File: src/hw/rtl/knnwc_pkg.sv
// shared types, widths and constants for the knn weighted centroid unit
package knnwc_pkg;

    localparam int MAX_K_DEF = 8;

    localparam int DIST_W = 16;
    localparam int POS_W  = 8;
    localparam int SQ_W   = 32;
    localparam int WGT_W  = 33;
    localparam int PROD_W = 49;
    localparam int WSUM_W = 37;
    localparam int ACC_W  = 53;
    localparam int EST_W  = 16;
    localparam int REM_W  = 38;
    localparam int QCNT_W = 6;

    localparam logic [15:0] TARGET_RSSI_RST     = 16'd40648;
    localparam logic [3:0]  NEIGHBOUR_COUNT_RST = 4'd4;

    localparam logic [1:0] CFG_TARGET_RSSI     = 2'd0;
    localparam logic [1:0] CFG_NEIGHBOUR_COUNT = 2'd1;

    localparam logic [1:0] STATUS_WEIGHTED = 2'd0;
    localparam logic [1:0] STATUS_EXACT    = 2'd1;
    localparam logic [1:0] STATUS_EMPTY    = 2'd2;

    typedef struct packed {
        logic              en;
        logic [DIST_W-1:0] distance;
        logic [POS_W-1:0]  x;
        logic [POS_W-1:0]  y;
    } kl_ins_t;

endpackage

File: src/hw/rtl/knnwc_kept_list.sv
// sorted list of the nearest references, stable insertion
module knnwc_kept_list #(
    parameter int MAX_K = knnwc_pkg::MAX_K_DEF,
    parameter int IDX_W = (MAX_K > 1) ? $clog2(MAX_K) : 1,
    parameter int CNT_W = $clog2(MAX_K + 1)
) (
    input  logic                       clk,
    input  logic                       rst_n,
    input  knnwc_pkg::kl_ins_t         ins,
    input  logic                       clr,
    input  logic [IDX_W-1:0]           rd_idx,
    output logic [knnwc_pkg::DIST_W-1:0] rd_dist,
    output logic [knnwc_pkg::POS_W-1:0]  rd_x,
    output logic [knnwc_pkg::POS_W-1:0]  rd_y,
    output logic [knnwc_pkg::DIST_W-1:0] head_dist,
    output logic [knnwc_pkg::POS_W-1:0]  head_x,
    output logic [knnwc_pkg::POS_W-1:0]  head_y,
    output logic [CNT_W-1:0]           count
);
    import knnwc_pkg::*;

    localparam logic [CNT_W-1:0] FULL = CNT_W'(MAX_K);

    logic [DIST_W-1:0] dist_reg [MAX_K];
    logic [POS_W-1:0]  x_reg    [MAX_K];
    logic [POS_W-1:0]  y_reg    [MAX_K];
    logic [CNT_W-1:0]  count_reg, count_next;
    logic [MAX_K-1:0]  le;

    // entry stays where it is when it is kept and not above the new distance
    always_comb
    begin
        for (int i = 0; i < MAX_K; i++)
        begin
            le[i] = (CNT_W'(i) < count_reg) && (dist_reg[i] <= ins.distance);
        end
    end

    always_ff @(posedge clk)
    begin
        if (ins.en)
        begin
            for (int i = 0; i < MAX_K; i++)
            begin
                if (!le[i])
                begin
                    if (i == 0 || le[(i == 0) ? 0 : i - 1])
                    begin
                        dist_reg[i] <= ins.distance;
                        x_reg[i]    <= ins.x;
                        y_reg[i]    <= ins.y;
                    end
                    else
                    begin
                        dist_reg[i] <= dist_reg[(i == 0) ? 0 : i - 1];
                        x_reg[i]    <= x_reg[(i == 0) ? 0 : i - 1];
                        y_reg[i]    <= y_reg[(i == 0) ? 0 : i - 1];
                    end
                end
            end
        end
    end

    always_comb
    begin
        count_next = count_reg;
        if (clr)
        begin
            count_next = '0;
        end
        else if (ins.en && count_reg < FULL)
        begin
            count_next = count_reg + 1'b1;
        end
    end

    always_ff @(posedge clk or negedge rst_n)
    begin
        if (!rst_n)
        begin
            count_reg <= '0;
        end
        else
        begin
            count_reg <= count_next;
        end
    end

    assign rd_dist   = dist_reg[rd_idx];
    assign rd_x      = x_reg[rd_idx];
    assign rd_y      = y_reg[rd_idx];
    assign head_dist = dist_reg[0];
    assign head_x    = x_reg[0];
    assign head_y    = y_reg[0];
    assign count     = count_reg;

endmodule

File: src/hw/rtl/knnwc_div.sv
// shared restoring divider, one quotient bit per cycle
module knnwc_div #(
    parameter int REM_W = knnwc_pkg::REM_W,
    parameter int DEN_W = knnwc_pkg::WSUM_W,
    parameter int SH_W  = knnwc_pkg::WGT_W,
    parameter int CNT_W = knnwc_pkg::QCNT_W
) (
    input  logic             clk,
    input  logic             rst_n,
    input  logic             start,
    input  logic [CNT_W-1:0] cnt_init,
    input  logic [REM_W-1:0] rem_init,
    input  logic [SH_W-1:0]  bits_init,
    input  logic [DEN_W-1:0] den,
    output logic             busy,
    output logic [SH_W-1:0]  quo
);
    logic [REM_W-1:0] rem_reg, rem_next;
    logic [SH_W-1:0]  sh_reg, sh_next;
    logic [SH_W-1:0]  quo_reg, quo_next;
    logic [DEN_W-1:0] den_reg, den_next;
    logic [CNT_W-1:0] cnt_reg, cnt_next;
    logic [REM_W-1:0] trial;
    logic             ge;

    assign trial = {rem_reg[REM_W-2:0], sh_reg[SH_W-1]};
    assign ge    = trial >= REM_W'(den_reg);

    always_comb
    begin
        rem_next = rem_reg;
        sh_next  = sh_reg;
        quo_next = quo_reg;
        den_next = den_reg;
        cnt_next = cnt_reg;
        if (start)
        begin
            rem_next = rem_init;
            sh_next  = bits_init;
            quo_next = '0;
            den_next = den;
            cnt_next = cnt_init;
        end
        else if (cnt_reg != '0)
        begin
            rem_next = ge ? trial - REM_W'(den_reg) : trial;
            sh_next  = {sh_reg[SH_W-2:0], 1'b0};
            quo_next = {quo_reg[SH_W-2:0], ge};
            cnt_next = cnt_reg - 1'b1;
        end
    end

    always_ff @(posedge clk)
    begin
        rem_reg <= rem_next;
        sh_reg  <= sh_next;
        quo_reg <= quo_next;
        den_reg <= den_next;
    end

    always_ff @(posedge clk or negedge rst_n)
    begin
        if (!rst_n)
        begin
            cnt_reg <= '0;
        end
        else
        begin
            cnt_reg <= cnt_next;
        end
    end

    assign busy = (cnt_reg != '0);
    assign quo  = quo_reg;

endmodule

File: src/hw/rtl/knn_rssi_weighted_centroid_unit.sv
// top level: knn rssi weighted centroid estimator with its sequencer
// Reference tags come in on the input channel (in_valid/in_ready), one beat
// per reference: ref_rssi, ref_x, ref_y and is_last. Each is kept in a sorted
// list of the nearest references by |ref_rssi - target_rssi|; ties keep the
// earlier reference first. After a beat the list takes the reference in
// S_INS, and in_ready only rises again back in S_IDLE. The beat with is_last
// set starts the estimate: for each of the used entries one squaring, a
// 33-bit weight divide and two multiply-adds run on the shared multiplier
// and shared bit-serial divider, then two 16-bit divides give est_x and
// est_y, the divider taking one quotient bit per cycle; an exact match
// skips the divides and gives the head entry's position as its result.
// The result beat (est_x, est_y, used_count, status) sits in an output
// register until out_ready; a new reference may be taken meanwhile, and the
// sequencer only waits when its next result finds the register still full.
// Configuration (cfg_we, cfg_idx, cfg_wdata) is to be written by the user
// only while idle; the block does not enforce it. Index 0 is target_rssi,
// index 1 neighbour_count; other indexes are ignored. Reset empties the
// list, drops any pending result and restores the register defaults.
module knn_rssi_weighted_centroid_unit #(
    parameter int MAX_K = knnwc_pkg::MAX_K_DEF
) (
    input  logic        clk,
    input  logic        rst_n,
    input  logic        cfg_we,
    input  logic [1:0]  cfg_idx,
    input  logic [15:0] cfg_wdata,
    input  logic        in_valid,
    output logic        in_ready,
    input  logic [15:0] ref_rssi,
    input  logic [7:0]  ref_x,
    input  logic [7:0]  ref_y,
    input  logic        is_last,
    output logic        out_valid,
    input  logic        out_ready,
    output logic [15:0] est_x,
    output logic [15:0] est_y,
    output logic [3:0]  used_count,
    output logic [1:0]  status
);
    import knnwc_pkg::*;

    localparam int IDX_W = (MAX_K > 1) ? $clog2(MAX_K) : 1;
    localparam int CNT_W = $clog2(MAX_K + 1);
    localparam logic [4:0] MAXK5 = 5'(MAX_K);

    localparam logic [3:0] S_IDLE  = 4'd0;
    localparam logic [3:0] S_INS   = 4'd1;
    localparam logic [3:0] S_EVAL  = 4'd2;
    localparam logic [3:0] S_DM2   = 4'd3;
    localparam logic [3:0] S_SQ    = 4'd4;
    localparam logic [3:0] S_WST   = 4'd5;
    localparam logic [3:0] S_WWT   = 4'd6;
    localparam logic [3:0] S_MX    = 4'd7;
    localparam logic [3:0] S_AX    = 4'd8;
    localparam logic [3:0] S_AY    = 4'd9;
    localparam logic [3:0] S_EXS   = 4'd10;
    localparam logic [3:0] S_EXW   = 4'd11;
    localparam logic [3:0] S_EYS   = 4'd12;
    localparam logic [3:0] S_EYW   = 4'd13;
    localparam logic [3:0] S_FIN   = 4'd14;

    localparam logic [QCNT_W-1:0] WGT_BITS = QCNT_W'(WGT_W);
    localparam logic [QCNT_W-1:0] EST_BITS = QCNT_W'(EST_W);

    logic [3:0]        state_reg, state_next;
    logic [15:0]       target_reg;
    logic [3:0]        ncount_reg;

    logic [DIST_W-1:0] in_dist_reg;
    logic [POS_W-1:0]  in_x_reg, in_y_reg;
    logic              in_last_reg;
    logic [DIST_W-1:0] in_dist;

    logic [CNT_W-1:0]  used_reg, used_next;
    logic [CNT_W-1:0]  idx_reg, idx_next;
    logic [PROD_W-1:0] prod_reg, prod_next;
    logic [SQ_W-1:0]   dm2_reg, dm2_next;
    logic [WGT_W-1:0]  w_reg, w_next;
    logic [WSUM_W-1:0] wsum_reg, wsum_next;
    logic [ACC_W-1:0]  nx_reg, nx_next, ny_reg, ny_next;
    logic [EST_W-1:0]  ex_reg, ex_next, ey_reg, ey_next;
    logic [1:0]        st_reg, st_next;

    logic              out_valid_reg, out_valid_next;
    logic [EST_W-1:0]  oex_reg, oey_reg;
    logic [3:0]        oused_reg;
    logic [1:0]        ost_reg;
    logic              load_out;

    logic [DIST_W-1:0] mul_a;
    logic [WGT_W-1:0]  mul_b;
    logic [PROD_W-1:0] mul_p;

    kl_ins_t           ins;
    logic              kl_clr;
    logic [DIST_W-1:0] rd_dist, head_dist;
    logic [POS_W-1:0]  rd_x, rd_y, head_x, head_y;
    logic [CNT_W-1:0]  kept;

    logic              div_start, div_busy;
    logic [QCNT_W-1:0] div_cnt;
    logic [REM_W-1:0]  div_rem;
    logic [WGT_W-1:0]  div_bits, div_quo;
    logic [WSUM_W-1:0] div_den;
    logic [ACC_W-1:0]  est_num;
    logic [ACC_W-1:0]  est_num_y;

    logic [4:0]        k5;
    logic [CNT_W-1:0]  kval;

    assign in_ready = (state_reg == S_IDLE);
    assign in_dist  = (ref_rssi >= target_reg) ? ref_rssi - target_reg : target_reg - ref_rssi;

    always_comb
    begin
        if (ncount_reg == 4'd0)
        begin
            k5 = 5'd1;
        end
        else if ({1'b0, ncount_reg} > MAXK5)
        begin
            k5 = MAXK5;
        end
        else
        begin
            k5 = {1'b0, ncount_reg};
        end
        kval = CNT_W'(k5);
    end

    assign ins.en       = (state_reg == S_INS);
    assign ins.distance = in_dist_reg;
    assign ins.x        = in_x_reg;
    assign ins.y        = in_y_reg;

    knnwc_kept_list #(
        .MAX_K (MAX_K),
        .IDX_W (IDX_W),
        .CNT_W (CNT_W)
    ) u_list (
        .clk       (clk),
        .rst_n     (rst_n),
        .ins       (ins),
        .clr       (kl_clr),
        .rd_idx    (idx_reg[IDX_W-1:0]),
        .rd_dist   (rd_dist),
        .rd_x      (rd_x),
        .rd_y      (rd_y),
        .head_dist (head_dist),
        .head_x    (head_x),
        .head_y    (head_y),
        .count     (kept)
    );

    // numerator for the final divides, rounding to nearest
    assign est_num   = nx_reg + ACC_W'(wsum_reg >> 1);
    assign est_num_y = ny_reg + ACC_W'(wsum_reg >> 1);

    always_comb
    begin
        div_start = 1'b0;
        div_cnt   = WGT_BITS;
        div_rem   = REM_W'(dm2_reg >> 1);
        div_bits  = {dm2_reg[0], {(WGT_W-1){1'b0}}};
        div_den   = WSUM_W'(prod_reg[SQ_W-1:0]);
        if (state_reg == S_WST)
        begin
            div_start = 1'b1;
        end
        else if (state_reg == S_EXS || state_reg == S_EYS)
        begin
            div_start = 1'b1;
            div_cnt   = EST_BITS;
            div_den   = wsum_reg;
            if (state_reg == S_EXS)
            begin
                div_rem  = REM_W'(est_num[ACC_W-1:EST_W]);
                div_bits = {est_num[EST_W-1:0], {(WGT_W-EST_W){1'b0}}};
            end
            else
            begin
                div_rem  = REM_W'(est_num_y[ACC_W-1:EST_W]);
                div_bits = {est_num_y[EST_W-1:0], {(WGT_W-EST_W){1'b0}}};
            end
        end
    end

    knnwc_div #(
        .REM_W (REM_W),
        .DEN_W (WSUM_W),
        .SH_W  (WGT_W),
        .CNT_W (QCNT_W)
    ) u_div (
        .clk       (clk),
        .rst_n     (rst_n),
        .start     (div_start),
        .cnt_init  (div_cnt),
        .rem_init  (div_rem),
        .bits_init (div_bits),
        .den       (div_den),
        .busy      (div_busy),
        .quo       (div_quo)
    );

    // shared multiplier operand select
    always_comb
    begin
        mul_a = rd_dist;
        mul_b = WGT_W'(rd_dist);
        case (state_reg)
            S_EVAL:  begin mul_a = head_dist;         mul_b = WGT_W'(head_dist); end
            S_MX:    begin mul_a = {rd_x, 8'h00};      mul_b = w_reg;             end
            S_AX:    begin mul_a = {rd_y, 8'h00};      mul_b = w_reg;             end
            default: begin mul_a = rd_dist;           mul_b = WGT_W'(rd_dist);   end
        endcase
    end

    assign mul_p = PROD_W'(mul_a) * PROD_W'(mul_b);

    always_comb
    begin
        state_next = state_reg;
        used_next  = used_reg;
        idx_next   = idx_reg;
        prod_next  = prod_reg;
        dm2_next   = dm2_reg;
        w_next     = w_reg;
        wsum_next  = wsum_reg;
        nx_next    = nx_reg;
        ny_next    = ny_reg;
        ex_next    = ex_reg;
        ey_next    = ey_reg;
        st_next    = st_reg;
        load_out   = 1'b0;
        kl_clr     = 1'b0;
        case (state_reg)
            S_IDLE:
            begin
                if (in_valid)
                begin
                    state_next = S_INS;
                end
            end
            S_INS:
            begin
                state_next = in_last_reg ? S_EVAL : S_IDLE;
            end
            S_EVAL:
            begin
                used_next = (kept < kval) ? kept : kval;
                idx_next  = '0;
                wsum_next = '0;
                nx_next   = '0;
                ny_next   = '0;
                prod_next = mul_p;
                if (kept == '0)
                begin
                    ex_next    = '0;
                    ey_next    = '0;
                    st_next    = STATUS_EMPTY;
                    state_next = S_FIN;
                end
                else if (head_dist == '0)
                begin
                    ex_next    = {head_x, 8'h00};
                    ey_next    = {head_y, 8'h00};
                    st_next    = STATUS_EXACT;
                    state_next = S_FIN;
                end
                else
                begin
                    st_next    = STATUS_WEIGHTED;
                    state_next = S_DM2;
                end
            end
            S_DM2:
            begin
                dm2_next   = prod_reg[SQ_W-1:0];
                state_next = S_SQ;
            end
            S_SQ:
            begin
                prod_next  = mul_p;
                state_next = S_WST;
            end
            S_WST:
            begin
                state_next = S_WWT;
            end
            S_WWT:
            begin
                if (!div_busy)
                begin
                    w_next     = div_quo;
                    state_next = S_MX;
                end
            end
            S_MX:
            begin
                prod_next  = mul_p;
                state_next = S_AX;
            end
            S_AX:
            begin
                nx_next    = nx_reg + ACC_W'(prod_reg);
                prod_next  = mul_p;
                state_next = S_AY;
            end
            S_AY:
            begin
                ny_next    = ny_reg + ACC_W'(prod_reg);
                wsum_next  = wsum_reg + WSUM_W'(w_reg);
                idx_next   = idx_reg + 1'b1;
                state_next = (idx_reg + 1'b1 == used_reg) ? S_EXS : S_SQ;
            end
            S_EXS:
            begin
                state_next = S_EXW;
            end
            S_EXW:
            begin
                if (!div_busy)
                begin
                    ex_next    = div_quo[EST_W-1:0];
                    state_next = S_EYS;
                end
            end
            S_EYS:
            begin
                state_next = S_EYW;
            end
            S_EYW:
            begin
                if (!div_busy)
                begin
                    ey_next    = div_quo[EST_W-1:0];
                    state_next = S_FIN;
                end
            end
            S_FIN:
            begin
                if (!out_valid_reg || out_ready)
                begin
                    load_out   = 1'b1;
                    kl_clr     = 1'b1;
                    state_next = S_IDLE;
                end
            end
            default:
            begin
                state_next = S_IDLE;
            end
        endcase
    end

    always_comb
    begin
        out_valid_next = out_valid_reg;
        if (load_out)
        begin
            out_valid_next = 1'b1;
        end
        else if (out_ready)
        begin
            out_valid_next = 1'b0;
        end
    end

    always_ff @(posedge clk or negedge rst_n)
    begin
        if (!rst_n)
        begin
            state_reg     <= S_IDLE;
            out_valid_reg <= 1'b0;
            target_reg    <= TARGET_RSSI_RST;
            ncount_reg    <= NEIGHBOUR_COUNT_RST;
        end
        else
        begin
            state_reg     <= state_next;
            out_valid_reg <= out_valid_next;
            if (cfg_we && cfg_idx == CFG_TARGET_RSSI)
            begin
                target_reg <= cfg_wdata;
            end
            if (cfg_we && cfg_idx == CFG_NEIGHBOUR_COUNT)
            begin
                ncount_reg <= cfg_wdata[3:0];
            end
        end
    end

    always_ff @(posedge clk)
    begin
        if (in_valid && in_ready)
        begin
            in_dist_reg <= in_dist;
            in_x_reg    <= ref_x;
            in_y_reg    <= ref_y;
            in_last_reg <= is_last;
        end
        used_reg <= used_next;
        idx_reg  <= idx_next;
        prod_reg <= prod_next;
        dm2_reg  <= dm2_next;
        w_reg    <= w_next;
        wsum_reg <= wsum_next;
        nx_reg   <= nx_next;
        ny_reg   <= ny_next;
        ex_reg   <= ex_next;
        ey_reg   <= ey_next;
        st_reg   <= st_next;
        if (load_out)
        begin
            oex_reg   <= ex_reg;
            oey_reg   <= ey_reg;
            oused_reg <= 4'(used_reg);
            ost_reg   <= st_reg;
        end
    end

    assign out_valid  = out_valid_reg;
    assign est_x      = oex_reg;
    assign est_y      = oey_reg;
    assign used_count = oused_reg;
    assign status     = ost_reg;

endmodule
File: config.mk
export PLATFORM = sky130hd
export DESIGN_NAME = knn_rssi_weighted_centroid_unit
export DESIGN_NICKNAME = d
export VERILOG_FILES = /design/src/hw/rtl/knnwc_pkg.sv /design/src/hw/rtl/knnwc_kept_list.sv /design/src/hw/rtl/knnwc_div.sv /design/src/hw/rtl/knn_rssi_weighted_centroid_unit.sv
export SDC_FILE = /design/constraint.sdc
export NUM_CORES = 2
export LEC_CHECK = 0
export BUFFER_PORTS_ARGS = -buffer_cell sky130_fd_sc_hd__buf_2
export CAP_MARGIN = 25
export CORE_MARGIN = 2
export CORE_UTILIZATION = 65
export DETAILED_ROUTE_END_ITERATION = 10
export GPL_ROUTABILITY_DRIVEN = 0
export PLACE_DENSITY = 0.82
export RECOVER_POWER = 100
export SLEW_MARGIN = 15
export SYNTH_ARGS = -nofsm -noshare
export SYNTH_HDL_FRONTEND = slang
export SYNTH_SLANG_ARGS = --single-unit
File: constraint.sdc
create_clock -name clk -period 10.1 [get_ports clk]
set_clock_uncertainty 0.2 [all_clocks]
set_input_delay 2.02 -clock clk [delete_from_list [all_inputs] [get_ports clk]]
set_output_delay 2.02 -clock clk [all_outputs]
set_load 0.05 [all_outputs]
# == Word-level counts from Yosys, hierarchy flattened ==
# Memories as Yosys holds them, arrays and structs flattened. A register that Yosys moved wholly into a read port is not among the register bits.
# Index checks and enable logic that the tools add are counted.
# classes
n_bitwise,23
mux,135
reduce_logical,35
mul,1
n_eq_ne,22
n_addsub,11
order_cmp,21
# op_table
operator,count
$mux 37,6
$pmux 53 s2,2
$mux 16,13
$mux 33,5
$le 16x16->1,8
$mux 8,14
$add 53x36->53,2
$add 53x49->53,2
$pmux 37 s2,1
$pmux 33 s2,1
$mux 1,65
$mux 32,2
$pmux 16 s2,2
$pmux 4 s15,1
$mux 4,13
$mul 16x33->49,1
$pmux 16 s3,1
$ge 38x37->1,1
$add 37x33->37,1
$sub 37x37->37,1
$sub 16x16->16,2
$eq 4x4->1 const B,7
$mux 6,4
$or 1x1->1,21
other kinds (33),72
# word_totals
inputBits,56
elab_cells,281
memories,3
mem_bits_rw,256
regBits,545
# mem_list
name,depth,word_bits,read_ports,rd_clocked_by_memory_dff,write_ports,line,source
u_list.dist_reg,8,16,9,1,8,knnwc_kept_list.sv:24,logic [DIST_W-1:0] dist_reg [MAX_K];
u_list.x_reg,8,8,8,1,8,knnwc_kept_list.sv:25,logic [POS_W-1:0] x_reg [MAX_K];
u_list.y_reg,8,8,8,1,8,knnwc_kept_list.sv:26,logic [POS_W-1:0] y_reg [MAX_K];

# == Logic depth before layout (Yosys ltp) ==
# An unclocked memory read counts as a cell.
# logic_depth
ltp_word,8
ltp_mapped,34

# == Hierarchy ==
# From an unflattened synthesis, not the netlist that was laid out.
# hier_totals
hier_cells,6750
area_unflattened_um2,68593.3
# modules_own_cells
module,instances,seq_area_each_um2,area_each_um2,cells_per_inst
knn_rssi_weighted_centroid_unit,1,11747.5,45005.7,4942
knnwc_kept_list,1,7787.5,15514.9,1019
knnwc_div,1,4023.9,8072.7,789

# == Worst setup path after synthesis ==
# OpenSTA, ideal clock, no wires.
# synth_timing
path_kind,reg2reg
startpoint,register (tool-made name)
endpoint,"register prod_reg[47], data pin"
path_slack_ns,1.953
n_path_buf,4
t_arrival_ns,7.689
stages_incl_launch_ff,29
period_less_slack_ns,8.147
setup_ns,0.258
cell_sequence,dfxtp_1 buf_2 buf_2 mux4_2 a211oi_2 nor2_1 clkbuf_1 clkbuf_1 nand2_1 fa_1 inv_1 fa_1 fa_1 fa_1 fa_1 inv_1 fa_1 inv_1 ha_1 a21o_1 a21o_1 a2111oi_0 nor3_1 a221o_1 o31ai_2 o31a_1 o21ai_0 a21oi_1 xnor2_1
# synth_rtl
element,line,source
to (signal assigned),knn_rssi_weighted_centroid_unit.sv:404,prod_reg <= prod_next;
to (decl),knn_rssi_weighted_centroid_unit.sv:76,"logic [PROD_W-1:0] prod_reg, prod_next;"

==> flow_summary.yaml <==
outcome:
  status: "finished, violations left"
  violations: "capacitance limit, slew limit"
global_route:
  grt_util_all_layers_pct: 36.98
  grt_max_degree: 73
  antenna_found_initial: 9
  gr-total-overflow: 0
  grt_pass1_vias: 53560
  grt_pass1_wl_um: 297100
clock_network:
  htree_levels: 3
  cts_inserted_buffers: 85
  clk_latency_ns: 0.71
  cts_setup_buffers: 0
  cts_tree: "built"
  cts_resized: 0
  clk_pin_slew_ns: 0.06
  max-clock-path-buffers: 3
  clock-sinks: 787
  cts_hold_repair.buffers: 0
  cts_root_buf: "clkbuf_16"
detailed_routing:
  antenna_left: 0
  vias_per_cell: 6.578
  drc: 0
  vias: 53410
  first_iter_violations: 6750
  wl_per_cell_um: 23.87
  wl_um: 193800
  dr.pass1.iters: 10
setup_path:
  ff2ff_path_depth: 28
  required_ns: 10.30
  cp_slowest_stage_delay_ns: 0.69
  path_max_fanout: 25
  cp_data_arrival_time_ns: 9.96
  r2r_slack_ns: 0.34
  crit_path_top_delay_cell: "dfxtp_4"
  rr_endpoint: "prod_reg[47]$_DFFE_PP_"
  start_kind: "register"
  path_class: "reg -> reg"
  end_kind: "register"
  cp_common_cell: "fa_1"
synth:
  synth.distinct_cells: 93
  yosys_warnings: 0
  ys_async_sr_fraction_pct: 4.447
  synth_area_per_cell_um2: 10.18
  synth_edf_count: 716
  ys_ff_latch: 787
  syn_area_um2: 66130
  netlist_instances: 6499
  synthFlopType: "edfxtp_1"
  yosysSeqAreaShare_pct: 34.94
sta:
  rsz0062_at_grt: "no"
  min_period_over_period_pct: 96.68
  worst_slack_ns: 0.3358
  fmax_ghz: 0.1024
  worst_pin_slew_ns: 3.686
  setup_tns_ns: 0
  finalHoldViolCount: 0
  finalMaxSlewViolations: 1169
  setup_viol: 0
  slew_headroom_pct: -145.7
  period_minus_slack_ns: 9.764
job:
  maxCapViolations: 35
place:
  dp_slack_ns: 0.7830
  hpwl_um: 143400
  port_buffers: 95
floorplan:
  start_util_pct: 65.28
  io_pins: 96
  num_rows: 117
  fp.dieArea_um2: 104300
  core-area_um2: 101300
  die_w_um: 323.0
  die_height_um: 323.0
finish:
  n_fill_cell: 7018
  most-common-layout-cells: "edfxtp_1 (716), inv_1 (713), nand2_1 (676)"
  area_growth_pct: 8.152
  largest_reg_flops: 128
  final_common_cell: "edfxtp_1"
  drive_gt1_share_pct: 8.881
  layout.nets: 7697
min_path:
  hold_path_startpoint: "ey_reg[7]$_SDFFCE_PN0P_"
  hold_end: "est_y[7]$_DFFE_PP_"
  hp-class: "reg -> reg"
  holdPathStages: 0
-- routing by layer --
metal,global-route usage (%),share of wire [%],vias up
li1,-,-,23140
met1,45.36,35,25550
met2,59.03,45,3697
met3,9.492,12,1004
met4,22.43,7.4,12
met5,0,0.075,-
-- Yosys cell counts (29+ instances only) --
| cell type | number | area share (%) |
|---|---|---|
| nor2b_1 | 61 | 0.58 |
| a211oi_1 | 53 | 0.60 |
| and2_1 | 61 | 0.58 |
| and3_1 | 38 | 0.36 |
| clkbuf_1 | 187 | 1.1 |
| xnor2_1 | 171 | 2.3 |
| o21bai_1 | 49 | 0.56 |
| dfxtp_1 | 36 | 1.1 |
| buf_1 | 29 | 0.16 |
| nand2_1 | 679 | 3.9 |
| fa_1 | 440 | 13 |
| o21a_1 | 79 | 0.90 |
| nor3_1 | 127 | 0.96 |
| nand2b_1 | 46 | 0.44 |
| mux2i_1 | 47 | 0.71 |
| inv_1 | 715 | 4.1 |
| mux4_2 | 64 | 2.2 |
| a21o_1 | 165 | 1.9 |
| nand4_1 | 72 | 0.68 |
| ha_1 | 528 | 10 |
| a31oi_1 | 45 | 0.43 |
| nand3_1 | 126 | 0.95 |
| mux2_2 | 234 | 4.0 |
| nor2_1 | 464 | 2.6 |
| o211ai_1 | 47 | 0.53 |
| edfxtp_1 | 716 | 33 |
| o21ai_0 | 262 | 2.0 |
| a21oi_1 | 397 | 3.0 |
| xor2_1 | 136 | 1.8 |
-- area by class of cell --
class,count,area [um^2],share of cell area (%)
clock buffer,101,2250,3.145
multi-input combinational,4889,39950,55.86
tap,1368,1712,2.393
sequential,787,23110,32.32
timing repair buffer,194,1023,1.431
clock inverter,58,767.0,1.072
antenna,6,15.01,0.02099
inverter,716,2690,3.761
-- kinds of logic after synthesis --
group	count (synthesis)	share of synthesized area (%)
flip-flops	787	34.94
adder cells (fa/ha/maj)	968	23.31
other	2	0.01136
AO/OA/AOI/OAI	1351	13.09
buffers and inverters	957	5.492
XOR/XNOR	307	4.066
multiplexers	354	7.034
AND/OR/NAND/NOR	1773	12.06
-- through the flow --
stage                     util, %  cell area [um^2]  hold slack [ns]  cells
final                       70.60             71520           0.2180   8119
after detailed placement    67.95             68840           0.2059   7950
after floorplan                 -             66640           0.2003   6633
after CTS                   70.93             71850           0.2184   8109
after global placement      67.88             68760           0.2013   7947
after global routing        70.59             71510           0.2265   8114
-- worst max-delay path by stage --
stage	start	to	cells after the start
4_1_cts	state_reg[2]$_DFFE_PN0P_	prod_reg[47]$_DFFE_PP_	29
5_1_grt	state_reg[2]$_DFFE_PN0P_	prod_reg[41]$_DFFE_PP_	29
3_3_place_gp	register	prod_reg[47]$_DFFE_PP_	25
3_5_place_dp	state_reg[2]$_DFFE_PN0P_	prod_reg[47]$_DFFE_PP_	29
6_report	register	prod_reg[47]$_DFFE_PP_	28
2_1_floorplan	register	prod_reg[47]$_DFFE_PP_	28
-- critical path: cells and delay by family (launching register included) --
family / cells / cell delay, ns
fa+ha+maj: 7 / 3.34
compound gates: 10 / 3.13
mux: 2 / 0.98
buf+inv: 6 / 0.70
flops: 1 / 0.69
simple gates: 2 / 0.34
xor+xnor: 1 / 0.09
Power is left out: the tool's default activity adds up to more than one toggle a clock period on the data nets, which glitch-free logic cannot reach.
